===== config.mk =====
export PLATFORM = sky130hd
export DESIGN_NAME = telnet_iac_filter_core
export DESIGN_NICKNAME = d
export VERILOG_FILES = /design/src/tif_pkg.sv /design/src/tif_out_seq.sv /design/src/telnet_iac_filter_core.sv
export SDC_FILE = /design/constraint.sdc
export NUM_CORES = 1
export LEC_CHECK = 0
export ABC_AREA = 0
export BUFFER_PORTS_ARGS = -buffer_cell sky130_fd_sc_hd__buf_2
export CAP_MARGIN = 40
export CELL_PAD_IN_SITES_DETAIL_PLACEMENT = 1
export CELL_PAD_IN_SITES_GLOBAL_PLACEMENT = 1
export CORE_MARGIN = 4
export CORE_UTILIZATION = 40
export DETAILED_ROUTE_END_ITERATION = 7
export PLACE_DENSITY = 0.91
export SYNTH_ARGS = -nofsm -noshare
export SYNTH_HDL_FRONTEND = slang
export SYNTH_SLANG_ARGS = --single-unit

===== constraint.sdc =====
create_clock -name aclk -period 2.4 [get_ports aclk]
set_input_delay 0.48 -clock aclk [delete_from_list [all_inputs] [get_ports aclk]]
set_output_delay 0.48 -clock aclk [all_outputs]
set_load 0.02 [all_outputs]

===== src/tif_pkg.sv =====
// Package for the telnet IAC filter: Telnet command codes and the
// result-load record passed from the parser to the output sequencer.
// No dependencies.
`timescale 1ns / 1ps

package tif_pkg;

    // Telnet command bytes
    localparam logic [7:0] TN_SE   = 8'hF0;
    localparam logic [7:0] TN_SB   = 8'hFA;
    localparam logic [7:0] TN_WILL = 8'hFB;
    localparam logic [7:0] TN_WONT = 8'hFC;
    localparam logic [7:0] TN_DO   = 8'hFD;
    localparam logic [7:0] TN_DONT = 8'hFE;
    localparam logic [7:0] TN_IAC  = 8'hFF;

    // Reply burst: IAC, verb, option
    localparam int unsigned REPLY_LEN = 3;
    localparam int unsigned BEAT_W    = $clog2(REPLY_LEN);

    // One decoded item handed to the output sequencer
    typedef struct packed {
        logic       reply;   // 1: three-byte reply to network, 0: one data byte
        logic [7:0] verb;    // reply verb (DONT or WONT)
        logic [7:0] data;    // data byte, or option byte of a reply
    } load_t;

endpackage


===== src/tif_out_seq.sv =====
// Output sequencer for the telnet IAC filter: holds one decoded item and
// plays it out as one data byte or a three-byte reply burst.
// Depends on tif_pkg.
`timescale 1ns / 1ps

module tif_out_seq (
    input  logic          aclk,
    input  logic          aresetn,
    input  logic          load_valid,
    input  tif_pkg::load_t load,
    output logic          load_ok,
    output logic          m_valid,
    input  logic          m_ready,
    output logic [7:0]    m_out_byte,
    output logic          m_to_network,
    output logic          m_last
);
    import tif_pkg::*;

    localparam logic [BEAT_W-1:0] LAST_BEAT = BEAT_W'(REPLY_LEN - 1);

    logic              valid_reg;
    logic [BEAT_W-1:0] beat_reg;
    load_t             item_reg;
    logic              last_beat;

    // Last beat: a data byte, or the option byte of a reply
    assign last_beat = !item_reg.reply || (beat_reg == LAST_BEAT);

    // A new item may load when empty or when the final beat leaves now
    assign load_ok = !valid_reg || (m_ready && last_beat);

    // Control: valid and beat counter
    always_ff @(posedge aclk) begin
        if (!aresetn) begin
            valid_reg <= 1'b0;
            beat_reg  <= '0;
        end else if (load_ok) begin
            valid_reg <= load_valid;
            beat_reg  <= '0;
        end else if (m_ready) begin
            beat_reg  <= beat_reg + 1'b1;
        end
    end

    // Payload
    always_ff @(posedge aclk) begin
        if (load_ok && load_valid) begin
            item_reg <= load;
        end
    end

    // Byte selection per beat
    always_comb begin
        m_out_byte = item_reg.data;
        if (item_reg.reply) begin
            case (beat_reg)
                BEAT_W'(0): m_out_byte = TN_IAC;
                BEAT_W'(1): m_out_byte = item_reg.verb;
                default:    m_out_byte = item_reg.data;
            endcase
        end
    end

    assign m_valid      = valid_reg;
    assign m_to_network = item_reg.reply;
    assign m_last       = last_beat;

endmodule


===== src/telnet_iac_filter_core.sv =====
// Top level of the telnet IAC filter: Telnet command parser, enable register
// and output sequencer.
// Depends on tif_pkg and tif_out_seq.
`timescale 1ns / 1ps

// Telnet IAC option-refusal filter. Each received network byte on s_rx_byte
// is parsed in the cycle it is accepted and its results are loaded into the
// output register. Plain bytes (and IAC IAC as one 0xFF) leave as one data
// item with m_to_network low; a WILL/WONT or DO/DONT option request leaves
// as a three-item reply (IAC DONT opt, or IAC WONT opt) with m_to_network
// high and m_last on the third item; other commands and subnegotiation are
// absorbed. One byte per cycle is accepted while data flows and m_ready is
// high; during a reply the input waits until the third reply item is taken.
// Bytes that give no result still wait until a new item may load.
// cfg_telnet_enable (reset 1) clear passes every byte straight through; it is
// to be written only while the block is idle; the block itself does not enforce this.

module telnet_iac_filter_core (
    input  logic       aclk,
    input  logic       aresetn,
    // configuration
    input  logic       cfg_valid,
    output logic       cfg_ready,
    input  logic       cfg_telnet_enable,
    // received bytes
    input  logic       s_valid,
    output logic       s_ready,
    input  logic [7:0] s_rx_byte,
    // result items
    output logic       m_valid,
    input  logic       m_ready,
    output logic [7:0] m_out_byte,
    output logic       m_to_network,
    output logic       m_last
);
    import tif_pkg::*;

    typedef enum logic [2:0] {
        ST_DATA      = 3'd0,
        ST_IAC       = 3'd1,
        ST_OPT_DONT  = 3'd2,
        ST_OPT_WONT  = 3'd3,
        ST_SUB       = 3'd4,
        ST_SUB_IAC   = 3'd5
    } state_t;

    state_t state_reg, state_next;
    logic   enable_reg;
    logic   accept;
    logic   load_valid;
    logic   load_ok;
    load_t  load;

    assign cfg_ready = 1'b1;
    assign s_ready   = load_ok;
    assign accept    = s_valid && s_ready;

    // Parser decode: next state and result for the byte at the input
    always_comb begin
        state_next = state_reg;
        load_valid = 1'b0;
        load.reply = 1'b0;
        load.verb  = TN_DONT;
        load.data  = s_rx_byte;
        if (!enable_reg) begin
            load_valid = 1'b1;
        end else begin
            case (state_reg)
                ST_DATA: begin
                    if (s_rx_byte == TN_IAC) begin
                        state_next = ST_IAC;
                    end else begin
                        load_valid = 1'b1;
                    end
                end
                ST_IAC: begin
                    case (s_rx_byte) inside
                        TN_IAC: begin
                            state_next = ST_DATA;
                            load_valid = 1'b1;
                        end
                        TN_WILL, TN_WONT: state_next = ST_OPT_DONT;
                        TN_DO, TN_DONT:   state_next = ST_OPT_WONT;
                        TN_SB:            state_next = ST_SUB;
                        default:          state_next = ST_DATA;
                    endcase
                end
                ST_OPT_DONT: begin
                    state_next = ST_DATA;
                    load_valid = 1'b1;
                    load.reply = 1'b1;
                    load.verb  = TN_DONT;
                end
                ST_OPT_WONT: begin
                    state_next = ST_DATA;
                    load_valid = 1'b1;
                    load.reply = 1'b1;
                    load.verb  = TN_WONT;
                end
                ST_SUB: begin
                    if (s_rx_byte == TN_IAC) begin
                        state_next = ST_SUB_IAC;
                    end
                end
                ST_SUB_IAC: begin
                    // IAC IAC inside a subnegotiation stays here
                    if (s_rx_byte == TN_SE) begin
                        state_next = ST_DATA;
                    end else if (s_rx_byte != TN_IAC) begin
                        state_next = ST_SUB;
                    end
                end
                default: state_next = ST_DATA;
            endcase
        end
    end

    // Parser state and enable register
    always_ff @(posedge aclk) begin
        if (!aresetn) begin
            state_reg  <= ST_DATA;
            enable_reg <= 1'b1;
        end else begin
            if (accept) begin
                state_reg <= state_next;
            end
            if (cfg_valid && cfg_ready) begin
                enable_reg <= cfg_telnet_enable;
            end
        end
    end

    tif_out_seq u_out_seq (
        .aclk         (aclk),
        .aresetn      (aresetn),
        .load_valid   (accept && load_valid),
        .load         (load),
        .load_ok      (load_ok),
        .m_valid      (m_valid),
        .m_ready      (m_ready),
        .m_out_byte   (m_out_byte),
        .m_to_network (m_to_network),
        .m_last       (m_last)
    );

`ifndef NO_ASSERTIONS
    // Input is taken while a result waits only when its final item leaves now
    a_accept_on_last: assert property (@(posedge aclk) disable iff (!aresetn)
        (s_ready && m_valid) |-> (m_ready && m_last))
        else $error("input accepted while a result burst is still pending");

    // A reply burst, once started, keeps going to the network
    a_burst_intact: assert property (@(posedge aclk) disable iff (!aresetn)
        (m_valid && m_ready && m_to_network && !m_last) |=> (m_valid && m_to_network))
        else $error("reply burst broken before its last item");

    // A reply opens with IAC
    a_reply_head: assert property (@(posedge aclk) disable iff (!aresetn)
        (accept && load_valid && load.reply) |=> (m_valid && m_to_network
            && m_out_byte == TN_IAC && !m_last))
        else $error("reply does not start with IAC");
`endif

endmodule


After elaboration in Yosys (flattened, before gate mapping)
Index checks and enable logic that the tools add are counted.

word-level totals
  flip-flop bits (word level) = 24
  input port bits = 14
  output and inout port bits = 13
  word-level logic and storage cells = 58

operators by class
  add/sub/neg operators = 1
  equal/unequal tests = 18
  multiplexer cells = 16
  bitwise gates (word level) = 1
  reductions and logical operators = 15

operators with widths
  kind                 number
  $eq 8x8->1 const B   7
  $mux 3               8
  $pmux 9 s2           1
  $pmux 8 s2           1
  $pmux 3 s4           1
  $mux 8               1
  $ne 8x8->1 const B   1
  $reduce_or 2->1      4
  $eq 3x2->1 const B   2
  $eq 3x3->1 const B   2
  $reduce_and 5->1     1
  $logic_and 1x1->1    4
  $ne 2x2->1 const B   2
  $eq 3x1->1 const B   1
  $logic_not 3->1      1
  $mux 1               3
  $ne 3x3->1 const B   1
  $pmux 1 s3           1
  $add 2x1->2 const B  1
  $eq 2x1->1 const B   1
  $eq 2x2->1 const B   1
  $logic_not 1->1      2
  $logic_not 2->1      1
  $logic_or 1x1->1     2
  $not 1->1            1

Longest topological paths before layout
  depth after elaboration = 7
  gate-level depth with buffers = 7
  mapped depth without buffers = 7

Hierarchy
A second synthesis with hierarchy kept.

second synthesis, totals
  cell total of the unflattened synthesis = 106
  area, all modules = 1187.4 sq um

modules (own cells, without submodules)
  module                  instances  cells an instance  area each (sq um)
  tif_out_seq             1          64                 850.8
  telnet_iac_filter_core  1          42                 336.6

Worst setup path after synthesis
No wires, ideal clock.

  kind = reg-to-reg
  start point = register u_out_seq.item_reg (netlist bit u_out_seq.m_to_network)
  end point = register u_out_seq.item_reg[0] in the netlist's numbering (enable)
  arrival = 1.803 ns
  data required time = 2.057 ns
  path slack = 0.254 ns
  stages on the path, launching flop included = 5
  path buffers = 0
  period minus slack after synthesis = 2.146 ns
  cells stage by stage = edfxtp_1 > nor2b_1 > o21ai_0 > and2_2 > and2_1

between the ends
  cells in the longest elaborated chain, start to end = 7

ends and longest elaborated chain
  element                 RTL line                       RTL
  from (decl)             tif_out_seq.sv:24              load_t item_reg;
  from (signal assigned)  tif_out_seq.sv:49              item_reg <= load;
  $logic_not 1->1 (*)     tif_out_seq.sv:28              assign last_beat = !item_reg.reply || (beat_reg == LAST_BEAT);
  $logic_or 1x1->1 (*)    tif_out_seq.sv:28
  $logic_and 1x1->1 (*)   tif_out_seq.sv:31              assign load_ok = !valid_reg || (m_ready && last_beat);
  $logic_or 1x1->1 (*)    tif_out_seq.sv:31
  net s_ready             telnet_iac_filter_core.sv:27   output logic s_ready,
  $logic_and 1x1->1       telnet_iac_filter_core.sv:56   assign accept = s_valid && s_ready;
  $logic_and 1x1->1       telnet_iac_filter_core.sv:136  .load_valid (accept && load_valid),
  $logic_and 1x1->1 (*)   tif_out_seq.sv:48              if (load_ok && load_valid) begin

The timed path passes the listed nets; every way through them passes the cells marked *.
A chain may end at the register's enable or synchronous reset.

Worst setup path in the final report
  start point = register u_out_seq.beat_reg[0]
  end point = output port m_out_byte[1]

between the ends
  cells in the longest elaborated chain, start to end = 3
  elaborated cells between the ends (all ways) = 4
  classes of those cells = eq/ne: 1; mux: 2; reduce/logical: 1

ends and longest elaborated chain
  element                                               RTL line                      RTL
  from (decl)                                           tif_out_seq.sv:23             logic [BEAT_W-1:0] beat_reg;
  from (signal assigned)                                tif_out_seq.sv:42             beat_reg <= beat_reg + 1'b1;
  $eq 2x1->1 / $logic_not 2->1 (equally long branches)  tif_out_seq.sv:57             case (beat_reg)
  $pmux 8 s2 (*)                                        tif_out_seq.sv:57
  $mux 8 (*)                                            tif_out_seq.sv:56             if (item_reg.reply) begin
  to (decl)                                             telnet_iac_filter_core.sv:32  output logic [7:0] m_out_byte,

Mark *: on every way between the ends. The rest lies on a longest branch, timed or not.

==> run_results.csv <==
group,metric,value,unit
clock_network,ctsResizeCount,0,
yosys,synth_edf_count,10,
detailed_routing,drt-wirelength-per-cell,14.0,um
timing,hold_viol_final,0,
layout,seqCellArea,440,sq um
timing,whs,0.395,ns
worst_setup_path,slowest_delay,0.39,ns
layout,final_cells,144,
clock_network,clockRootBuffer,"clkbuf_4",
yosys,ys.flop_type,"edfxtp_1",
timing,finalCritPeriodShare,87.4,%
outcome,status,"completed",
yosys,syn_avg_cell_area,10.2,sq um
clock_network,numClockSinks,17,
yosys,synthAdderAreaFrac,4.12,%
worst_setup_path,cp-start-kind,"flop",
clock_network,cts_buffers,3,
clock_network,postCtsSetupRepairBufs,0,
floorplanning,die_h,55.7,um
timing,period_needed,2.10,ns
yosys,ys_types,37,
yosys,synth_top_family_by_area,"simple AND/OR/NAND/NOR gates",
layout,antenna_cells,0,
floorplanning,die_area,3100,sq um
clock_network,clk_pin_slew,0.08,ns
place,dp_hpwl,1.66,mm
grt,antenna_found_initial,0,
pwr,p_leak,0.442,nW
yosys,syn_area,911,sq um
yosys,ys_ff_latch,17,
worst_setup_path,critPathRequiredTime,1.92,ns
yosys,synthesis.nets,106,
floorplanning,core,2190,sq um
place,io_buffers,25,
floorplanning,start_util,41.6,%
grt,grt_use_total,14.1,%
flow_run,maxCapViolCount,0,
timing,finalWorstSetupSlack,0.301,ns
timing,setup_viol,0,
floorplanning,dieWidth,55.7,um
yosys,synthArstFlopShare,0,%
detailed_routing,first_pass_iters,3,
worst_setup_path,cp.arrival,1.62,ns
yosys,netlist_instances,89,
floorplanning,num_rows,17,
layout,nets,134,
timing,maxSlewViolCount,0,
place,post-place-ws,0.372,ns
layout,drive_gt1_share,29.3,%
grt,grt-ovfl-total,0,
worst_setup_path,endpoint_kind,"output pin",
timing,rsz0062_at_grt,"false",
worst_hold_path,min_path_type,"in2reg",
detailed_routing,finalWirelength,2.02,mm
clock_network,ctsHoldBuffers,0,
worst_setup_path,crit_top_cell,"o21ai_0",
yosys,yosysWarnings,0,
place,gp_congestion,0.727,
worst_setup_path,path_cells,"inv_1 > ha_1 > o21ai_0 > buf_4 > nand2_1 > o21ai_0 > buf_2",
layout,largest_register_ffs,9,
yosys,ys_seq_area_share,48.4,%
timing,finalClockSkew,0.000929,ns
grt,grt_max_degree,11,
layout,multiInputGateArea,428,sq um
detailed_routing,ant_nets,0,
yosys,synth_mux_area_share,6.04,%
detailed_routing,drc_errors,0,
pwr,powerDensity,528,nW/um^2
layout,fill_cells,275,
worst_setup_path,critical_path.slowest_cell,"dfxtp_1",
yosys,synth_xor_xnor_area_share,2.88,%
timing,setup_tns,0,ns
clock_network,clock_latency,0.28,ns
layout,area_growth,19.1,%
place,dp_cells,140,
detailed_routing,vias,742,
clock_network,htree_levels,1,
worst_setup_path,worstSetupPathType,"reg2out",
clock_network,cts_tree,"yes",
detailed_routing,via_per_inst,5.15,
floorplanning,io_pins,27,
grt,grt_pass1_wl,3.39,mm
detailed_routing,dr.first_iter.drc_count,9,
grt,grt_pass1_vias,734,
yosys,yosys.area_share.simple,22.0,%
yosys,synth_compound_area_share,11.5,%
worst_setup_path,critPathMaxFanout,8,
pwr,power,0.000573,W
pwr,peakVddDrop,0.255,mV
timing,max_freq,476,MHz
clock_network,clock_path_buffers,2,
report_power, final:
group	internal (W)	switching (W)	total, W
logic	0.0000359	0.0000623	0.0000982
registers	0.000324	0.00000662	0.000331
clock network	0.0000646	0.0000791	0.000144
total	0.000425	0.000148	0.000573
synthesized netlist by cell type (2+ instances only):
master | number | area (sq um)
dfxtp_1 | 7 | 140
or3_1 | 2 | 12.5
nor2_1 | 4 | 15.0
mux2i_1 | 4 | 40.0
nand2_1 | 10 | 37.5
nand3b_1 | 2 | 15.0
edfxtp_1 | 10 | 300
ha_1 | 3 | 37.5
inv_1 | 6 | 22.5
xor2_1 | 2 | 17.5
o21ai_0 | 6 | 30.0
o211ai_1 | 2 | 15.0
nand2b_1 | 6 | 37.5
nand3_1 | 2 | 10.0
kinds of logic (layout without fill, tap and decap cells):
| group | after synthesis | after routing |
|---|---|---|
| and+or+nand+nor | 36 | 36 |
| DFF | 17 | 17 |
| AOI/OAI and AO/OA | 15 | 15 |
| buffers and inverters | 9 | 36 |
| muxes | 5 | 5 |
| adders and majority gates | 3 | 3 |
| xor gates and xnor gates | 3 | 3 |
| other | 1 | 1 |
area by class of cell:
class | instances | area share, %
timing repair buffer | 26 | 12.2
clock buffer | 4 | 2.42
multi-input combinational | 63 | 39.4
inverter | 6 | 2.08
tap | 28 | 3.23
sequential | 17 | 40.6
layout by cell type (no fill, tap or decap), types with 2 or more instances in the layout:
| cell | synthesis | final |
|---|---|---|
| mux2i_1 | 4 | 4 |
| o21ai_0 | 6 | 6 |
| or3_1 | 2 | 2 |
| inv_1 | 6 | 6 |
| nand3b_1 | 2 | 2 |
| nand2_1 | 10 | 10 |
| clkbuf_4 | 1 | 3 |
| o211ai_1 | 2 | 2 |
| nand3_1 | 2 | 2 |
| nand2b_1 | 6 | 6 |
| buf_2 | 1 | 25 |
| dfxtp_1 | 7 | 7 |
| ha_1 | 3 | 3 |
| nor2_1 | 4 | 4 |
| xor2_1 | 2 | 2 |
| edfxtp_1 | 10 | 10 |
layer usage:
metal,global-route usage (%),routed length (um)
met1,15.4,778
met2,26.0,1110
met3,2.09,81
met4,7.29,42
met5,0,0
path summary, 6_finish.rpt:
check | from | end | slack [ns] | depth (start not counted)
setup reg to reg | u_out_seq.beat_reg[0] | u_out_seq.m_to_network | 0.57 | 6
hold / removal | s_rx_byte[4] | u_out_seq.item_reg[4] | 0.39 | 1
hold reg to reg | u_out_seq.beat_reg[1] | u_out_seq.beat_reg[1] | 0.57 | 2
setup / recovery | u_out_seq.beat_reg[0] | m_out_byte[1] | 0.30 | 7
worst max-delay path, delay by kind of cell (launching register included):
family	cells	cell delay [ns]
AO/OA/AOI/OAI	2	0.22
adder cells (fa/ha/maj)	1	0.22
buffers and inverters	3	0.44
flip-flops	1	0.39
AND/OR/NAND/NOR	1	0.05
per-stage QoR:
stage               area, sq um  utilization, %
floorplan                   911               -
global placement           1060            48.3
detailed placement         1060            48.3
CTS                        1080            49.5
global route               1080            49.5
finish                     1080            49.5
Note: power is estimated with default switching activity, not from simulation.
